<file path="src/rtl/npc_pkg.sv">
// shared types and constants of the nearest point classifier
// no dependencies; imported by every module of the block
`timescale 1ns / 1ps
`default_nettype none

package npc_pkg;

  // field widths
  localparam int unsigned HeatW   = 24;
  localparam int unsigned HeightW = 16;
  localparam int unsigned GainW   = 16;
  localparam int unsigned IdxW    = 6;
  localparam int unsigned DistW   = 51;

  localparam int unsigned TableDepthDef = 64;

  // request codes
  localparam logic ReqWrite = 1'b0;
  localparam logic ReqQuery = 1'b1;

  // configuration register indexes
  localparam logic CfgHeatOffset = 1'b0;
  localparam logic CfgHeatGain   = 1'b1;

  localparam logic signed [GainW-1:0] HeatGainRst = 16'sd256;

  // 50.0 in Q16.8
  localparam logic signed [HeatW:0] FiftyQ8 = 25'sd12800;

  // saturation bounds of a 24 bit heat value
  localparam logic signed [HeatW+9:0] HeatSatHi = 34'sd8388607;
  localparam logic signed [HeatW+9:0] HeatSatLo = -34'sd8388608;

  typedef struct packed {
    logic                      req_type;
    logic [IdxW-1:0]           entry_index;
    logic                      entry_valid;
    logic signed [HeightW-1:0] entry_height_min;
    logic signed [HeightW-1:0] entry_height_max;
    logic signed [HeatW-1:0]   entry_heat_point;
    logic signed [HeatW-1:0]   entry_humidity_point;
    logic signed [HeatW-1:0]   query_heat;
    logic signed [HeatW-1:0]   query_humidity;
    logic signed [HeightW-1:0] query_height;
  } npc_req_t;

  typedef struct packed {
    logic [IdxW-1:0] class_index;
    logic            fell_back;
  } npc_res_t;

  // one stored table entry, present bit kept apart
  typedef struct packed {
    logic signed [HeightW-1:0] height_min;
    logic signed [HeightW-1:0] height_max;
    logic signed [HeatW-1:0]   heat_ref;
    logic signed [HeatW-1:0]   humidity_ref;
  } npc_entry_t;

  // control word that travels with each entry down the scan pipeline
  typedef struct packed {
    logic valid;
    logic last;
    logic qual;
  } npc_tag_t;

endpackage

`default_nettype wire

</file>
<file path="src/rtl/npc_seq.sv">
// scan sequencer: walks the table, keeps the running best, emits the result
// depends on npc_pkg
`timescale 1ns / 1ps
`default_nettype none

module npc_seq
  import npc_pkg::*;
#(
  parameter int unsigned TableDepth = TableDepthDef,
  localparam int unsigned AddrW = $clog2(TableDepth)
) (
  input  wire logic             clk_i,
  input  wire logic             rst_ni,
  input  wire logic             query_start_i,
  output logic                  busy_o,
  output logic                  rd_en_o,
  output logic [AddrW-1:0]      rd_addr_o,
  output npc_tag_t              tag_o,
  output logic [AddrW-1:0]      idx_o,
  input  wire npc_tag_t         dist_tag_i,
  input  wire logic [AddrW-1:0] dist_idx_i,
  input  wire logic [DistW-1:0] dist_i,
  output logic                  done_o,
  output npc_res_t              res_o
);

  localparam logic [1:0] SIdle  = 2'd0;
  localparam logic [1:0] SScan  = 2'd1;
  localparam logic [1:0] SDrain = 2'd2;

  localparam logic [AddrW-1:0] FirstIdx = AddrW'(1);
  localparam logic [AddrW-1:0] LastIdx  = AddrW'(TableDepth - 1);

  logic [1:0]       state_q, state_d;
  logic [AddrW-1:0] cnt_q, cnt_d;
  npc_tag_t         tag_q;
  logic [AddrW-1:0] idx_q;
  logic             found_q, found_d;
  logic [AddrW-1:0] best_q, best_d;
  logic [DistW-1:0] best_dist_q, best_dist_d;
  logic             take, finish;
  logic             done_q;
  npc_res_t         res_q, res_d;

  // running minimum, strict less-than keeps the lower index
  assign take   = dist_tag_i.valid && dist_tag_i.qual && (!found_q || dist_i < best_dist_q);
  assign finish = dist_tag_i.valid && dist_tag_i.last;

  always_comb begin
    found_d     = found_q;
    best_d      = best_q;
    best_dist_d = best_dist_q;
    if (take) begin
      found_d     = 1'b1;
      best_d      = dist_idx_i;
      best_dist_d = dist_i;
    end
    res_d.fell_back   = !found_d;
    res_d.class_index = found_d ? IdxW'(best_d) : '0;
  end

  // state machine
  always_comb begin
    state_d = state_q;
    cnt_d   = cnt_q;
    unique case (state_q)
      SIdle: begin
        if (query_start_i) begin
          state_d = SScan;
          cnt_d   = FirstIdx;
        end
      end
      SScan: begin
        cnt_d = cnt_q + AddrW'(1);
        if (cnt_q == LastIdx) begin
          state_d = SDrain;
        end
      end
      SDrain: begin
        if (finish) begin
          state_d = SIdle;
        end
      end
      default: state_d = SIdle;
    endcase
  end

  always_ff @(posedge clk_i or negedge rst_ni) begin
    if (!rst_ni) begin
      state_q <= SIdle;
      cnt_q   <= '0;
      tag_q   <= '0;
      found_q <= 1'b0;
      done_q  <= 1'b0;
    end else begin
      state_q <= state_d;
      cnt_q   <= cnt_d;
      tag_q   <= '{valid: (state_q == SScan), last: (cnt_q == LastIdx), qual: 1'b0};
      found_q <= (query_start_i && state_q == SIdle) ? 1'b0 : found_d;
      done_q  <= finish;
    end
  end

  // best entry and result word
  always_ff @(posedge clk_i) begin
    idx_q       <= cnt_q;
    best_q      <= best_d;
    best_dist_q <= best_dist_d;
    if (finish) begin
      res_q <= res_d;
    end
  end

  assign busy_o    = (state_q != SIdle);
  assign rd_en_o   = (state_q == SScan);
  assign rd_addr_o = cnt_q;
  assign tag_o     = tag_q;
  assign idx_o     = idx_q;
  assign done_o    = done_q;
  assign res_o     = res_q;

endmodule

`default_nettype wire

</file>
<file path="config.mk">
export PLATFORM = sky130hd
export DESIGN_NAME = npc_seq
export DESIGN_NICKNAME = d
export VERILOG_FILES = /design/src/rtl/npc_pkg.sv /design/src/rtl/npc_seq.sv
export SDC_FILE = /design/constraint.sdc
export NUM_CORES = 1
export LEC_CHECK = 0
export BUFFER_PORTS_ARGS = -buffer_cell sky130_fd_sc_hd__buf_2
export CORE_ASPECT_RATIO = 0.8
export CORE_MARGIN = 1
export CORE_UTILIZATION = 54
export DETAILED_ROUTE_END_ITERATION = 7
export PLACE_DENSITY = 0.79
export SLEW_MARGIN = 20
export SYNTH_ARGS = -nofsm -noshare
export SYNTH_HDL_FRONTEND = slang
export SYNTH_SLANG_ARGS = --single-unit
</file>
<file path="constraint.sdc">
create_clock -name clk_i -period 3.2 [get_ports clk_i]
set_clock_uncertainty 0.05 [all_clocks]
set_input_delay 0 -clock clk_i [delete_from_list [all_inputs] [get_ports clk_i]]
set_output_delay 0 -clock clk_i [all_outputs]
set_load 0.005 [all_outputs]
</file>
==> Word level (Yosys, flattened, before mapping) <==
Index checks and enable logic that the tools add are counted.
{ "word_totals": {"ff_bits": 82, "inputBits": 63, "elab_cells": 40} }
{ "classes": {"addsub": 1, "order_cmp": 1, "eq_ne": 6, "n_mux": 9, "reduce_logical": 12} }
{ "op_table": {"columns": ["operator", "count"], "rows": [
  ["$lt A51 B51 Y1", 1],
  ["$mux W6", 2],
  ["$pmux W6 S2", 1],
  ["$add A6 B1 Y6 const B", 1],
  ["$eq A6 B6 Y1 const B", 1],
  ["$mux W2", 3],
  ["$pmux W2 S3", 1],
  ["$logic_and A1 B1 Y1", 4],
  ["$ne A2 B2 Y1 const B", 2],
  ["$reduce_bool A2 Y1", 2],
  ["$reduce_and A3 Y1", 1],
  ["$eq A2 B1 Y1 const B", 1],
  ["$eq A2 B2 Y1 const B", 1],
  ["$logic_not A1 Y1", 2],
  ["$logic_not A2 Y1", 1],
  ["$mux W1", 2],
  ["$ne A2 B1 Y1 const B", 1],
  ["$reduce_and A2 Y1", 1],
  ["$logic_or A1 B1 Y1", 1]
]} }

==> Longest topological paths before layout <==
{ "logic_depth": {"word_depth": 5, "mapped_depth": 9, "depth_no_buf": 8} }

==> Worst setup path before layout <==
Ideal clock, no wire load.
{ "synth_timing": {"kind": "flip-flop to flip-flop", "start": "reg best_dist_q[33]", "end": "reg best_q[2]", "setup_time_ns": 0.121, "arrival_ns": 2.588, "required_time_ns": 3.029, "path_slack_ns": 0.440, "stages_incl_launch_ff": 10, "period_less_slack_ns": 2.760, "cell_sequence": "edfxtp_1 -> inv_1 -> ha_1 -> a21oi_1 -> nand2_1 -> a211o_1 -> o41a_1 -> a311oi_4 -> buf_8 -> mux2_4"} }
{ "synth_between": {"elab_chain_cells": 4} }
{ "synth_rtl": {"columns": ["element", "line", "source"], "rows": [
  ["from (decl)", "npc_seq.sv:40", "logic [DistW-1:0] best_dist_q, best_dist_d;"],
  ["from (signal assigned)", "npc_seq.sv:108", "best_dist_q <= best_dist_d;"],
  ["$lt A51 B51 Y1", "npc_seq.sv:46", "assign take = dist_tag_i.valid && dist_tag_i.qual && (!found_q || dist_i < best_dist_q);"],
  ["$logic_or A1 B1 Y1", "npc_seq.sv:46", null],
  ["$logic_and A1 B1 Y1", "npc_seq.sv:46", null],
  ["named net take", "npc_seq.sv:41", "logic take, finish;"],
  ["$mux W6", "npc_seq.sv:53", "if (take) begin"],
  ["named net best_d[2]", "npc_seq.sv:39", "logic [AddrW-1:0] best_q, best_d;"],
  ["to (signal assigned)", "npc_seq.sv:107", "best_q <= best_d;"],
  ["to (decl)", "npc_seq.sv:39", null]
]} }
The timed path passes the listed nets, and every way through them passes these cells.
A chain may end at the register's enable or synchronous reset.

==> Final worst setup path <==
{ "layout_timing": {"start": "reg best_dist_q[33]", "end": "reg best_q[0]"} }
{ "layout_between": {"elab_chain_cells": 4} }
{ "layout_rtl": {"columns": ["element", "line"], "rows": [
  ["$lt A51 B51 Y1", "npc_seq.sv:46"],
  ["$logic_or A1 B1 Y1", "npc_seq.sv:46"],
  ["$logic_and A1 B1 Y1", "npc_seq.sv:46"],
  ["$mux W6", "npc_seq.sv:53"],
  ["named net best_d[0]", "npc_seq.sv:39"]
]} }
The timed path passes the listed nets, and every way through them passes these cells.

==> summary.txt <==
Status
  – Status: finished, final reports clean

Yosys
  – Compound-Gate Fraction of Synth Area: 8.33%
  – Post-Synth Simple-Gate Area: 7.83%
  – Syn Area/Cell: 12.3 sq um
  – Post-Synth Adder-Cell Area: 16.0%
  – Cell taking the most area after synthesis: edfxtp_1
  – Syn Std Cell Area: approximately 4000 sq um
  – Synthesized net count: 440
  – Post-synth ARST share: 14.6%
  – Synthesis warning total: 0
  – Synth Area in XOR/XNOR: 0%
  – Largest family of logic cells by synthesized area: adder cells
  – Post-synth EDFFs: 58
  – Top FF cell, synth: edfxtp_1
  – Netlist cell types: 38
  – Top post-synthesis cells by area: edfxtp_1 44%, ha_1 16%, dfrtp_1 7.5%
  – Synth Register Bits: 82
  – Mux contribution to synthesized area: 4.23%
  – Yosys top cell area share: 43.6%
  – Sequential share of the synthesized area: 57.1%
  – Mapped Cells: between 300 and 400

Clock network
  – Post-CTS setup buffers: 0
  – CTS H-tree depth: 3
  – Clock Latency Late Sink: about 340 ps
  – Clk pin slew, worst setup/hold paths: approximately 90 ps
  – CTS tree: yes
  – CTS Buffer Depth: 2
  – Clock Sinks: approximately 80
  – Root Buffer: clkbuf_8
  – CTS Buf Count: 9

Die
  – FP Rows: 27
  – Initial core utilization: 56.8%
  – Die Width: about 100 microns
  – Core area: roughly 7000 sq um
  – Chip Height: roughly 79 microns
  – Io pins: 88
  – Full die area: 7750 sq um

Timing
  – Worst slew margin: between 50% and 60%
  – TNS Setup: 0 ps
  – Tmin final: 2820 ps
  – Endpoints failing setup: 0
  – Final hold violation count: 0
  – Worst Tran Pin Value: between 600 and 700 ps
  – Fmax: 355 MHz
  – Final Max Tran Viols: 0
  – Period utilisation layout: 88.1%
  – RSZ-0062 raised after global routing: no

GRT
  – Vias in the first global route: approximately 2.9k
  – GRT Total Usage: 21.8%
  – Grt ovf: 0
  – First-pass GRT wire length: ~13,000 microns
  – Largest net degree at the start of global routing: 47
  – Initial antenna violation count: 0

Power and ir drop
  – Max IR drop VDD: just over 0.4 mV
  – Pwr Density: 550 nW/um^2
  – Lkg Pwr: 0.00253 uW
  – Pint: 2100 uW
  – Sw power: 839 uW
  – Sw Ratio: 28.5%
  – Comb power frac: 24.6%
  – Clock power frac: between 20% and 30%
  – Flop pwr share: around 50%

Critical path
  – Crit-path cells: inv_1, ha_1, a21oi_1, nand2_1, a211o_1, o41a_1, a311oi_4, buf_4, mux2_2
  – Family with the most delay on the worst path: compound AO/OA/AOI/OAI gates
  – CP peak stage delay: 450 ps
  – Worst-path maximum fanout: 17
  – Crit. Startpoint: best_dist_q[33]
  – CP arrival: ~3000 ps
  – FF-to-FF Start: best_dist_q[33]
  – Worst reg2reg path depth: 9
  – CP bufs+invs: 2
  – CP max-delay cell: o41a_1
  – Worst Path Required: 3380 ps
  – Worst R2R End: best_q[0]
  – R2r setup slk: roughly 380 ps
  – Crit Path Class: flop to flop
  – Crit start category: flop
  – Critical Path Sink Type: flop

Hold path
  – Hold Path End: done_o
  – HP Start: dist_tag_i[2]
  – Cell depth of the worst hold path: 2
  – HP Class: input pin to flop

Layout
  – Filler cells: 471
  – Final Cell Area: 5350 sq um
  – Final #Nets: 597
  – Area delta synth->final: 34.0%
  – Antenna diode count: 0
  – Share of cells above drive strength 1: a little under a quarter

Placement
  – RePlAce Congestion: 0.772
  – Detailed placement HPWL: roughly 5400 microns
  – PortBufs: 86
  – Area after DPL: between 4000 and 5000 sq um

Routing
  – Routed Antenna Nets: 0
  – DRC violations left: 0
  – Vias per Instance: 5.08
  – Routed WL per cell: 14.0 microns
  – Detailed Route Iter0 Violations: 148
  – DR vias: 2,921
  – Pre-antenna DRT Iters: 6
  – Drt total wl: 8040 microns

Flow run
  – Max-cap violations: 0
==> worst max path at each step <==
| stage | to | slack (ps) | cells past startpoint |
|---|---|---|---|
| floorplan | best_q[2] | 440 | 9 |
| global placement | best_q[1] | 460 | 9 |
| detailed placement | best_q[1] | 400 | 9 |
| CTS | best_q[1] | 380 | 9 |
| global route | best_q[0] | 220 | 9 |
| finish | best_q[0] | 380 | 9 |
==> cell usage in the layout, fill, tap and decap left out, types with 3 or more instances in the layout <==
master / instances
nor2_1: 6
and4_1: 5
buf_2: 86
mux2_2: 3
dfrtp_1: 12
dlygate4sd3_1: 61
mux2_4: 3
nand2_1: 28
a21oi_1: 19
and3_1: 4
a221oi_1: 3
dfxtp_1: 12
clkbuf_8: 11
edfxtp_1: 58
nand3_1: 8
inv_1: 61
a21o_1: 4
ha_1: 51
mux2i_1: 9
o21ai_0: 12
nand4_1: 5
==> cells in the mapped netlist (2+ instances only) <==
| library cell | count |
|---|---|
| inv_1 | 61 |
| edfxtp_1 | 58 |
| ha_1 | 51 |
| nand2_1 | 28 |
| a21oi_1 | 19 |
| dfrtp_1 | 12 |
| dfxtp_1 | 12 |
| o21ai_0 | 12 |
| mux2i_1 | 9 |
| nand3_1 | 8 |
| nor2_1 | 6 |
| and4_1 | 5 |
| nand4_1 | 5 |
| a21o_1 | 4 |
| and3_1 | 4 |
| a221oi_1 | 3 |
| mux2_2 | 3 |
| mux2_4 | 3 |
| a211oi_1 | 2 |
| nand2b_1 | 2 |
| o41a_1 | 2 |
==> timing repair <==
action / 4_1_cts / 5_1_grt
hold endpoints to repair: 77 / 0
gates resized for setup: 0 / 0
setup endpoints to repair: 0 / 0
hold buffers: 61 / 0
==> area by class of cell <==
type / count / area (sq um) / share of cell area [%]
clock buffers: 12 / 176 / 3.30
clock inverters: 4 / 30.0 / 0.561
inverters: 61 / 229 / 4.28
multi-input cells: 180 / 1460 / 27.2
flip-flops and latches: 82 / 2280 / 42.6
well taps: 87 / 109 / 2.03
repair buffers: 149 / 1070 / 20.0
==> logic make-up (layout without fill, tap and decap cells) <==
logic type               count (synthesis)  count (layout)
other                                    1               1
flip-flops                              82              82
adder cells (fa/ha/maj)                 51              51
AND/OR/NAND/NOR                         63              63
multiplexers                            15              15
buffers and inverters                   64             226
AO/OA/AOI/OAI                           50              50
==> per-layer routing <==
metal / share of wire (%) / track usage, % / vias up
li1: - / - / 1471
met4: 0.72 / 5.97 / 0
met3: 4.0 / 5.63 / 6
met1: 45 / 26.7 / 1369
met5: 0 / 0 / -
met2: 50 / 38.6 / 75
==> power by group through the flow <==
stage          clock (uW)  sequential (uW)  combinational (uW)
3_3_place_gp            0             1490                 631
4_1_cts               766             1470                 726
6_report              746             1470                 722
5_1_grt               809             1500                 811
2_1_floorplan           0             1480                 399
3_5_place_dp            0             1490                 665
==> through the flow <==
step / setup slack (ps) / cells / total power (uW) / hold slack, ps / utilization, %
detailed placement: 402 / 498 / 2160 / -158 / 64.5
finish: 381 / 575 / 2940 / 81.5 / 76.2
global placement: 457 / 498 / 2120 / -159 / 64.5
floorplan: 440 / 326 / 1880 / -346 / -
CTS: 384 / 575 / 2970 / 68.5 / 76.2
global route: 215 / 575 / 3120 / 80.9 / 76.2
==> sequential cells by signal, indices dropped and copies added (netlist names) <==
register	cells
idx_o	6
best_dist_q	51
tag_o	2
found_q	1
best_q	6
done_o	1
res_o	7
rd_addr_o	6
state_q	2
(Power assumes the default switching activity.)
