--- config.mk ---
export PLATFORM = sky130hd
export DESIGN_NAME = npc_dist
export DESIGN_NICKNAME = d
export VERILOG_FILES = /design/src/rtl/npc_pkg.sv /design/src/rtl/npc_dist.sv
export SDC_FILE = /design/constraint.sdc
export NUM_CORES = 2
export LEC_CHECK = 0
export BUFFER_PORTS_ARGS = -buffer_cell sky130_fd_sc_hd__buf_2
export CORE_MARGIN = 1
export CORE_UTILIZATION = 60
export DETAILED_ROUTE_END_ITERATION = 10
export PLACE_DENSITY = 0.77
export SLEW_MARGIN = 15
export SYNTH_ARGS = -nofsm -noshare
export SYNTH_HDL_FRONTEND = slang
export SYNTH_SLANG_ARGS = --single-unit
--- constraint.sdc ---
create_clock -name clk_i -period 8 [get_ports clk_i]
set_input_delay 1.2 -clock clk_i [delete_from_list [all_inputs] [get_ports clk_i]]
set_output_delay 1.2 -clock clk_i [all_outputs]
set_load 0.01 [all_outputs]
--- src/rtl/npc_pkg.sv ---
// shared types and constants of the nearest point classifier
// no dependencies; imported by every module of the block
`timescale 1ns / 1ps
`default_nettype none

package npc_pkg;

  // field widths
  localparam int unsigned HeatW   = 24;
  localparam int unsigned HeightW = 16;
  localparam int unsigned GainW   = 16;
  localparam int unsigned IdxW    = 6;
  localparam int unsigned DistW   = 51;

  localparam int unsigned TableDepthDef = 64;

  // request codes
  localparam logic ReqWrite = 1'b0;
  localparam logic ReqQuery = 1'b1;

  // configuration register indexes
  localparam logic CfgHeatOffset = 1'b0;
  localparam logic CfgHeatGain   = 1'b1;

  localparam logic signed [GainW-1:0] HeatGainRst = 16'sd256;

  // 50.0 in Q16.8
  localparam logic signed [HeatW:0] FiftyQ8 = 25'sd12800;

  // saturation bounds of a 24 bit heat value
  localparam logic signed [HeatW+9:0] HeatSatHi = 34'sd8388607;
  localparam logic signed [HeatW+9:0] HeatSatLo = -34'sd8388608;

  typedef struct packed {
    logic                      req_type;
    logic [IdxW-1:0]           entry_index;
    logic                      entry_valid;
    logic signed [HeightW-1:0] entry_height_min;
    logic signed [HeightW-1:0] entry_height_max;
    logic signed [HeatW-1:0]   entry_heat_point;
    logic signed [HeatW-1:0]   entry_humidity_point;
    logic signed [HeatW-1:0]   query_heat;
    logic signed [HeatW-1:0]   query_humidity;
    logic signed [HeightW-1:0] query_height;
  } npc_req_t;

  typedef struct packed {
    logic [IdxW-1:0] class_index;
    logic            fell_back;
  } npc_res_t;

  // one stored table entry, present bit kept apart
  typedef struct packed {
    logic signed [HeightW-1:0] height_min;
    logic signed [HeightW-1:0] height_max;
    logic signed [HeatW-1:0]   heat_ref;
    logic signed [HeatW-1:0]   humidity_ref;
  } npc_entry_t;

  // control word that travels with each entry down the scan pipeline
  typedef struct packed {
    logic valid;
    logic last;
    logic qual;
  } npc_tag_t;

endpackage

`default_nettype wire

--- src/rtl/npc_dist.sv ---
// shared distance unit: window check, heat remap and squared distance
// five register stages, one entry per cycle; depends on npc_pkg
`timescale 1ns / 1ps
`default_nettype none

module npc_dist
  import npc_pkg::*;
#(
  parameter int unsigned TableDepth = TableDepthDef,
  localparam int unsigned AddrW = $clog2(TableDepth)
) (
  input  wire logic                      clk_i,
  input  wire logic                      rst_ni,
  input  wire npc_tag_t                  tag_i,
  input  wire logic [AddrW-1:0]          idx_i,
  input  wire logic                      present_i,
  input  wire npc_entry_t                entry_i,
  input  wire logic signed [HeatW-1:0]   query_heat_i,
  input  wire logic signed [HeatW-1:0]   query_humidity_i,
  input  wire logic signed [HeightW-1:0] query_height_i,
  input  wire logic signed [HeatW-1:0]   heat_offset_i,
  input  wire logic signed [GainW-1:0]   heat_gain_i,
  output npc_tag_t                       tag_o,
  output logic [AddrW-1:0]               idx_o,
  output logic [DistW-1:0]               dist_o
);

  logic signed [HeightW-1:0] y, hmin, hmax;
  logic signed [HeatW:0]     heat_ofs;
  logic signed [40:0]        prod_d;
  logic                      qual;

  npc_tag_t                  a_tag_q, b_tag_q, c_tag_q, d_tag_q, e_tag_q;
  logic [AddrW-1:0]          a_idx_q, b_idx_q, c_idx_q, d_idx_q, e_idx_q;
  logic signed [40:0]        prod_q;
  logic signed [HeatW-1:0]   a_hum_q;

  logic signed [40:0]        rnd_ext;
  logic signed [32:0]        rnd;
  logic signed [HeatW+9:0]   rnd_x, ofs_x, sum;
  logic signed [HeatW-1:0]   hp_d, hp_q;
  logic signed [HeatW:0]     dhum_d, b_dhum_q;

  logic signed [HeatW:0]     dheat_d, dheat_q, c_dhum_q;
  logic signed [2*HeatW+1:0] sqh_d, sqm_d;
  logic [2*HeatW+1:0]        sqh_q, sqm_q;
  logic [DistW-1:0]          dist_q;

  // stage a: height window check and heat times gain
  assign y        = query_height_i;
  assign hmin     = entry_i.height_min;
  assign hmax     = entry_i.height_max;
  assign qual     = present_i && !(y > hmax) && !(y < hmin);
  assign heat_ofs = {entry_i.heat_ref[HeatW-1], entry_i.heat_ref} - FiftyQ8;
  assign prod_d   = heat_ofs * heat_gain_i;

  // stage b: round half up to Q16.8, add offset, saturate; humidity difference
  assign rnd_ext = prod_q + 41'sd128;
  assign rnd     = rnd_ext[40:8];
  assign rnd_x   = {rnd[32], rnd};
  assign ofs_x   = {{10{heat_offset_i[HeatW-1]}}, heat_offset_i};
  assign sum     = rnd_x + ofs_x;
  always_comb begin
    if (sum > HeatSatHi) begin
      hp_d = HeatSatHi[HeatW-1:0];
    end else if (sum < HeatSatLo) begin
      hp_d = HeatSatLo[HeatW-1:0];
    end else begin
      hp_d = sum[HeatW-1:0];
    end
  end
  assign dhum_d = {query_humidity_i[HeatW-1], query_humidity_i} - {a_hum_q[HeatW-1], a_hum_q};

  // stage c: heat difference
  assign dheat_d = {query_heat_i[HeatW-1], query_heat_i} - {hp_q[HeatW-1], hp_q};

  // stage d: squares
  assign sqh_d = dheat_q * dheat_q;
  assign sqm_d = c_dhum_q * c_dhum_q;

  // pipeline tags
  always_ff @(posedge clk_i or negedge rst_ni) begin
    if (!rst_ni) begin
      a_tag_q <= '0;
      b_tag_q <= '0;
      c_tag_q <= '0;
      d_tag_q <= '0;
      e_tag_q <= '0;
    end else begin
      a_tag_q <= '{valid: tag_i.valid, last: tag_i.last, qual: qual};
      b_tag_q <= a_tag_q;
      c_tag_q <= b_tag_q;
      d_tag_q <= c_tag_q;
      e_tag_q <= d_tag_q;
    end
  end

  // pipeline data
  always_ff @(posedge clk_i) begin
    a_idx_q  <= idx_i;
    prod_q   <= prod_d;
    a_hum_q  <= entry_i.humidity_ref;
    b_idx_q  <= a_idx_q;
    hp_q     <= hp_d;
    b_dhum_q <= dhum_d;
    c_idx_q  <= b_idx_q;
    dheat_q  <= dheat_d;
    c_dhum_q <= b_dhum_q;
    d_idx_q  <= c_idx_q;
    sqh_q    <= sqh_d;
    sqm_q    <= sqm_d;
    e_idx_q  <= d_idx_q;
    dist_q   <= {1'b0, sqh_q} + {1'b0, sqm_q};
  end

  assign tag_o  = e_tag_q;
  assign idx_o  = e_idx_q;
  assign dist_o = dist_q;

endmodule

`default_nettype wire

# --- Word-level counts from Yosys, hierarchy flattened ---
# Index checks and enable logic that the tools add are counted.
word_totals:
  n_memories: 0
  output_inout_bits: 60
  elab_cells: 47
  ram_bits: 0
  regBits: 360
  inputBits: 196
  latchBits: 0
  rom_bits: 0
classes:
  div: 0
  reduce_logical: 4
  bitwise_logic: 0
  n_shift: 0
  eq_ne: 0
  n_addsub: 6
  n_lt_le_gt_ge: 4
  multipliers: 3
  muxes: 1
op_table:
  columns: ["operator", "n"]
  rows:
  - ["25-bit by 25-bit multiplier with 50-bit output", 2]
  - ["50-bit by 50-bit adder with 51-bit output", 1]
  - ["24-bit by 24-bit subtractor with 25-bit output", 2]
  - ["41-bit by 9-bit adder with 41-bit output, second input constant", 1]
  - ["25-bit by 16-bit multiplier with 41-bit output", 1]
  - ["33-bit by 24-bit adder with 34-bit output", 1]
  - ["34-bit by 24-bit greater-than comparator with 1-bit output, second input constant", 1]
  - ["34-bit by 24-bit < comparator with 1-bit output, second input constant", 1]
  - ["24-bit by 15-bit subtractor with 25-bit output, second input constant", 1]
  - ["24-bit 2-to-1 mux", 1]
  - ["16-bit greater-than comparator", 1]
  - ["16-bit < comparator", 1]
  - ["1-bit logical AND", 2]
  - ["1-bit zero test", 2]

# --- Depth between registers and ports, before layout ---
depth:
  word_depth: 4
  ltp_mapped: 31
  mapped_depth_nobuf: 29

# --- Least setup slack after synthesis ---
# Ideal clock, no wire load.
synth_path:
  path_type: "input to register"
  from: "input port entry_i[33] (netlist name)"
  to: "register prod_q[34]"
  t_required_ns: 7.938
  n_path_buf: 2
  setup_time_ns: 0.062
  path_slack_ns: -0.515
  cell_stages: 29
  arrival_time_ns: 8.454
  path_cell_list: "inv_1 clkbuf_1 ha_1 nand2b_1 a31oi_1 nand2b_1 nor4_1 xor2_1 clkbuf_1 nand2_1 fa_1 fa_1 inv_1 fa_1 fa_1 fa_1 inv_1 fa_1 inv_1 ha_1 a21o_1 a21oi_1 nor2b_1 a211oi_2 a21oi_1 o31a_1 o21a_1 or4_1 nand3_1"
synth_between:
  elab_chain_len: 2
synth_lines:
  columns: ["item", "line", "source"]
  rows:
  - ["start: declaration", "npc_dist.sv:17", "input wire npc_entry_t entry_i,"]
  - ["24-bit by 15-bit subtractor with 25-bit output", "npc_dist.sv:54", "assign heat_ofs = {entry_i.heat_ref[HeatW-1], entry_i.heat_ref} - FiftyQ8;"]
  - ["25-bit by 16-bit multiplier with 41-bit output", "npc_dist.sv:55", "assign prod_d = heat_ofs * heat_gain_i;"]
  - ["named net prod_d[34]", "npc_dist.sv:30", "logic signed [40:0] prod_d;"]
  - ["end signal: assignment", "npc_dist.sv:101", "prod_q <= prod_d;"]
  - ["end: declaration", "npc_dist.sv:35", "logic signed [40:0] prod_q;"]
# The timed path passes the listed nets, and every way through them passes these cells.
# A chain may end at the register's enable or synchronous reset.

# --- Final worst setup path ---
layout_path:
  from: "register dheat_q[15]"
  to: "register sqh_q[46]"
layout_between:
  elab_chain_len: 1
layout_lines:
  columns: ["item", "line", "source"]
  rows:
  - ["start: declaration", "npc_dist.sv:44", "logic signed [HeatW:0] dheat_d, dheat_q, c_dhum_q;"]
  - ["start signal: assignment", "npc_dist.sv:107", "dheat_q <= dheat_d;"]
  - ["25-bit by 25-bit multiplier with 50-bit output", "npc_dist.sv:78", "assign sqh_d = dheat_q * dheat_q;"]
  - ["named net sqh_d[46]", "npc_dist.sv:45", "logic signed [2*HeatW+1:0] sqh_d, sqm_d;"]
  - ["end signal: assignment", "npc_dist.sv:110", "sqh_q <= sqh_d;"]
  - ["end: declaration", "npc_dist.sv:46", "logic [2*HeatW+1:0] sqh_q, sqm_q;"]
# The timed path passes the listed nets, and every way through them passes these cells.

==> run summary <==
The run finished, with violations left. The checks that failed: DRC. Input and output buffers added on the ports amount to 254. The routed design has 158000 um of wire. The count of mapped cells out of synthesis came out at 7251. After synthesis the cells add up to 0.0694 mm2. The global-route wire length before repair is 266000 um.

The area growth from synthesis to layout is 8.37%. The count of standard-cell rows is 124. After layout, the minimum clock period comes to 7710 ps. The worst setup skew after layout came out at 64.2 ps.

The most used flip-flop cell after synthesis is sky130_fd_sc_hd__dfxtp_1. The post-route netlist has 8.26% of its cells at a drive strength greater than 1. The count of buffers added by post-CTS timing repair for setup came out at 0.

For this run, the number of standard cells in the final layout without fillers is ~9000. The maximum level of the CTS H-tree came out at 2. After the last flow step, the layout net total stands at a little under 10000.

The detailed placer's ending HPWL is 136000 um. The number of hold-slack violations in the final timing report is 0. At the worst endpoint, the arrival time is 8240 ps.

For this configuration, the core starts out at a cell density of 60.6%. The per-cell via count in the routed design is between 5 and 6. For this run the aggregate overflow at the end of global routing stands at 0.

Counting the fill cells in the layout gives 9024. The total CTS buffers came out at 41. The number of storage elements in the synthesis netlist came out at between 300 and 400.

The total number of clock tree sinks is 351. The area of the placeable core is between 0.1 and 0.15 mm2. The number of violations of the max-capacitance limit is 0. Of all nets on the critical path, the largest fanout is 20. The die width came out at 342 um. At the later pin of the worst-skew pair, clock insertion delay measures 640 ps. STA classifies the critical path endpoint as a flip-flop.

After the first detailed-routing iteration, the DRC count stood at 2743. The largest net degree at the start of global routing came out at 40. The height of the die came out at 342 um. The die footprint came out at 0.117 mm2. The count of pins over their slew limit was 0. The initial antenna violation count is 2.

The critical path is of the flip-flop to flip-flop type. Among the stages of the critical path, the cell type that occurs most often is sky130_fd_sc_hd__fa_1. The critical path's largest stage delay came out at 610 ps. The number of hold buffers added after CTS came out at 0. The number of global-route vias before repair is between 50000 and 60000. The data required time at the worst endpoint came out at 8540 ps. The number of cells after detailed placement came out at about 9100. In this run the remaining antenna-violating nets after routing total 0. The number of top-level pins is 256. The share of the Yosys chip area taken by registers is 10.2%. The placed instances occupy a cell area of 0.0736 mm2.

STA classifies the critical path startpoint as a flip-flop. No sink is reached through more buffers than the 3 on the longest clock path. The final-report setup violation count is 0.

The number of synthesized flops with an enable pin came out at 0. The headroom to the max-slew limit came out at 27.7%. The cell sitting at the root of the clock tree is a sky130_fd_sc_hd__clkbuf_16. The first TritonRoute pass finished after 9 iterations. The clock transition at the register clock pins on the worst setup and hold paths after CTS came out at about 60 ps. TritonCTS built the clock tree.

The warning count from the yosys run came out at 0. The final route contains 48553 vias. Among all stages on the critical path, the largest delay is contributed by sky130_fd_sc_hd__dfxtp_1. The final hold slack is 324 ps. The maximum achievable frequency is between 0.1 and 0.15 GHz. Of all flip-flops after synthesis, the portion carrying an async set or reset was 4.27%. The mean instance size in the synthesized netlist is roughly 9.6 um2. With fillers left out, the area of the finished cells amounts to 0.0752 mm2.

The number of nets in the synthesized netlist is around 9600. The count of cell types in the netlist is 83. The routability congestion estimate is around 0.93. Dividing the final minimum period by the clock period gives 96.3%.

The routed wire length per instance came out at 17.3 um. The worst hold path class is flip-flop to flip-flop. The actual slew at the worst max-slew pin came out at around 1100 ps.

After detailed routing, the number of remaining DRC violations is 28. The global-route usage over all layers came out at 28.6%.
## metal layers
layer / global-route usage [%] / vias to the layer above / part of all wire, %
li1: - / 22119 / -
met4: 12.5 / 0 / 4.8
met3: 4.24 / 382 / 6.3
met2: 49.4 / 1568 / 50
met5: 0 / - / 0
met1: 35.8 / 24484 / 38
## Yosys cell counts (all sizes together) (6+ instances only)
| cell | instances | area, um2 |
|---|---|---|
| dfrtp | 15 | 375 |
| nor3 | 47 | 240 |
| nand3 | 61 | 305 |
| or4 | 7 | 56.3 |
| and2 | 359 | 2250 |
| nor2 | 223 | 837 |
| o31ai | 7 | 52.6 |
| a2111oi | 8 | 114 |
| dfxtp | 336 | 6730 |
| a41oi | 8 | 77.6 |
| a21o | 153 | 1150 |
| o211ai | 16 | 120 |
| a21boi | 10 | 75.1 |
| a21oi | 184 | 925 |
| o21ai | 87 | 447 |
| and4 | 10 | 87.6 |
| nand2 | 679 | 2550 |
| fa | 1600 | 32000 |
| a31oi | 18 | 128 |
| inv | 1939 | 7280 |
| buf | 9 | 75.1 |
| clkbuf | 183 | 687 |
| o21a | 48 | 360 |
| nand2b | 49 | 307 |
| or3 | 11 | 68.8 |
| nor2b | 76 | 475 |
| o2111ai | 8 | 76.3 |
| xnor2 | 226 | 1980 |
| nand4 | 33 | 206 |
| a211oi | 23 | 183 |
| xor2 | 90 | 788 |
| a31o | 6 | 52.6 |
| o21bai | 34 | 255 |
| ha | 567 | 7090 |
| or2 | 17 | 106 |
| and3 | 35 | 219 |
## registers in the layout (all words and copies together) (netlist names), 24 cells and up
signal,cells
dist_o,51
prod_q,34
b_dhum_q,25
sqh_q,49
a_hum_q,24
hp_q,24
sqm_q,49
dheat_q,25
c_dhum_q,25
## through the flow
step                utilization [%]  setup slack [ps]  TNS [ps]
detailed placement             64.3              -186      -728
global placement               64.3              -106      -263
finish                         65.7               292         0
global route                   65.6             -17.4     -19.8
floorplan                         -              11.7         0
CTS                            65.6               146         0
## final cells by class
cell class / count / area, um2 / area share (%)
Timing Repair Buffer: 484 / 3040 / 4.04
Inverter: 1942 / 7290 / 9.70
Clock buffer: 50 / 1120 / 1.49
Multi-Input combinational cell: 4766 / 54400 / 72.3
Antenna cell: 1 / 2.50 / 0.00333
Sequential cell: 351 / 7120 / 9.47
Tap cell: 1512 / 1890 / 2.52
Clock inverter: 24 / 354 / 0.471
## final timing paths
check,from,endpoint,slack [ps],cells past startpoint
max reg2reg,dheat_q[15],sqh_q[46],290,25
min reg2reg,a_idx_q[5],b_idx_q[5],320,0
max in group asynchronous,rst_ni,a_tag_q[0],7280,1
max,dheat_q[15],sqh_q[46],290,25
min,a_idx_q[5],b_idx_q[5],320,0
min in group asynchronous,rst_ni,tag_o[0],480,1
## worst max-delay path: cells and delay by family (launching register included)
family	cells	cell delay [ps]
compound gates	8	1590
xor+xnor	1	150
fa+ha+maj	8	3780
buf+inv	5	580
flops	1	610
simple gates	3	900
## repair_timing
action | CTS | global route
resized for setup | 0 | 20
setup endpoints to repair | 0 | 17
hold endpoints to repair | 0 | 0
## cell families (layout without fill, tap and decap cells)
logic type	count (synthesis)	in the layout	share of synthesized area (%)
adder cells (fa/ha/maj)	2167	2167	56.4
buffers and inverters	2134	2500	11.6
AND/OR/NAND/NOR	1629	1629	11.4
AO/OA/AOI/OAI	648	648	6.31
flip-flops	351	351	10.2
XOR/XNOR	316	316	3.99
multiplexers	6	6	0.0884
other	0	1	0
## cells in the final DEF, fill, tap and decap left out, types with 7 or more instances in the layout
cell,Yosys,layout
sky130_fd_sc_hd__inv_1,1939,1939
sky130_fd_sc_hd__fa_1,1600,1600
sky130_fd_sc_hd__nand2_1,679,679
sky130_fd_sc_hd__ha_1,567,564
sky130_fd_sc_hd__and2_1,357,357
sky130_fd_sc_hd__dfxtp_1,336,325
sky130_fd_sc_hd__buf_2,0,254
sky130_fd_sc_hd__buf_4,3,226
sky130_fd_sc_hd__nor2_1,223,223
sky130_fd_sc_hd__xnor2_1,226,220
sky130_fd_sc_hd__a21oi_1,183,181
sky130_fd_sc_hd__a21o_1,152,152
sky130_fd_sc_hd__xor2_1,90,90
sky130_fd_sc_hd__o21ai_0,83,81
sky130_fd_sc_hd__nor2b_1,76,76
sky130_fd_sc_hd__nand3_1,61,61
sky130_fd_sc_hd__nand2b_1,49,49
sky130_fd_sc_hd__o21a_1,48,48
sky130_fd_sc_hd__nor3_1,46,44
sky130_fd_sc_hd__clkbuf_16,0,41
sky130_fd_sc_hd__and3_1,35,35
sky130_fd_sc_hd__o21bai_1,34,34
sky130_fd_sc_hd__nand4_1,33,33
sky130_fd_sc_hd__a211oi_1,21,19
sky130_fd_sc_hd__or2_2,17,17
sky130_fd_sc_hd__a31oi_1,17,16
sky130_fd_sc_hd__o211ai_1,16,16
sky130_fd_sc_hd__dfrtp_1,15,15
sky130_fd_sc_hd__dfxtp_2,0,11
sky130_fd_sc_hd__or3_1,11,10
sky130_fd_sc_hd__and4_1,10,10
sky130_fd_sc_hd__a21boi_0,9,9
sky130_fd_sc_hd__a41oi_1,7,7
Power is left out: the tool's default activity adds up to more than one toggle a clock period on the data nets, which glitch-free logic cannot reach.
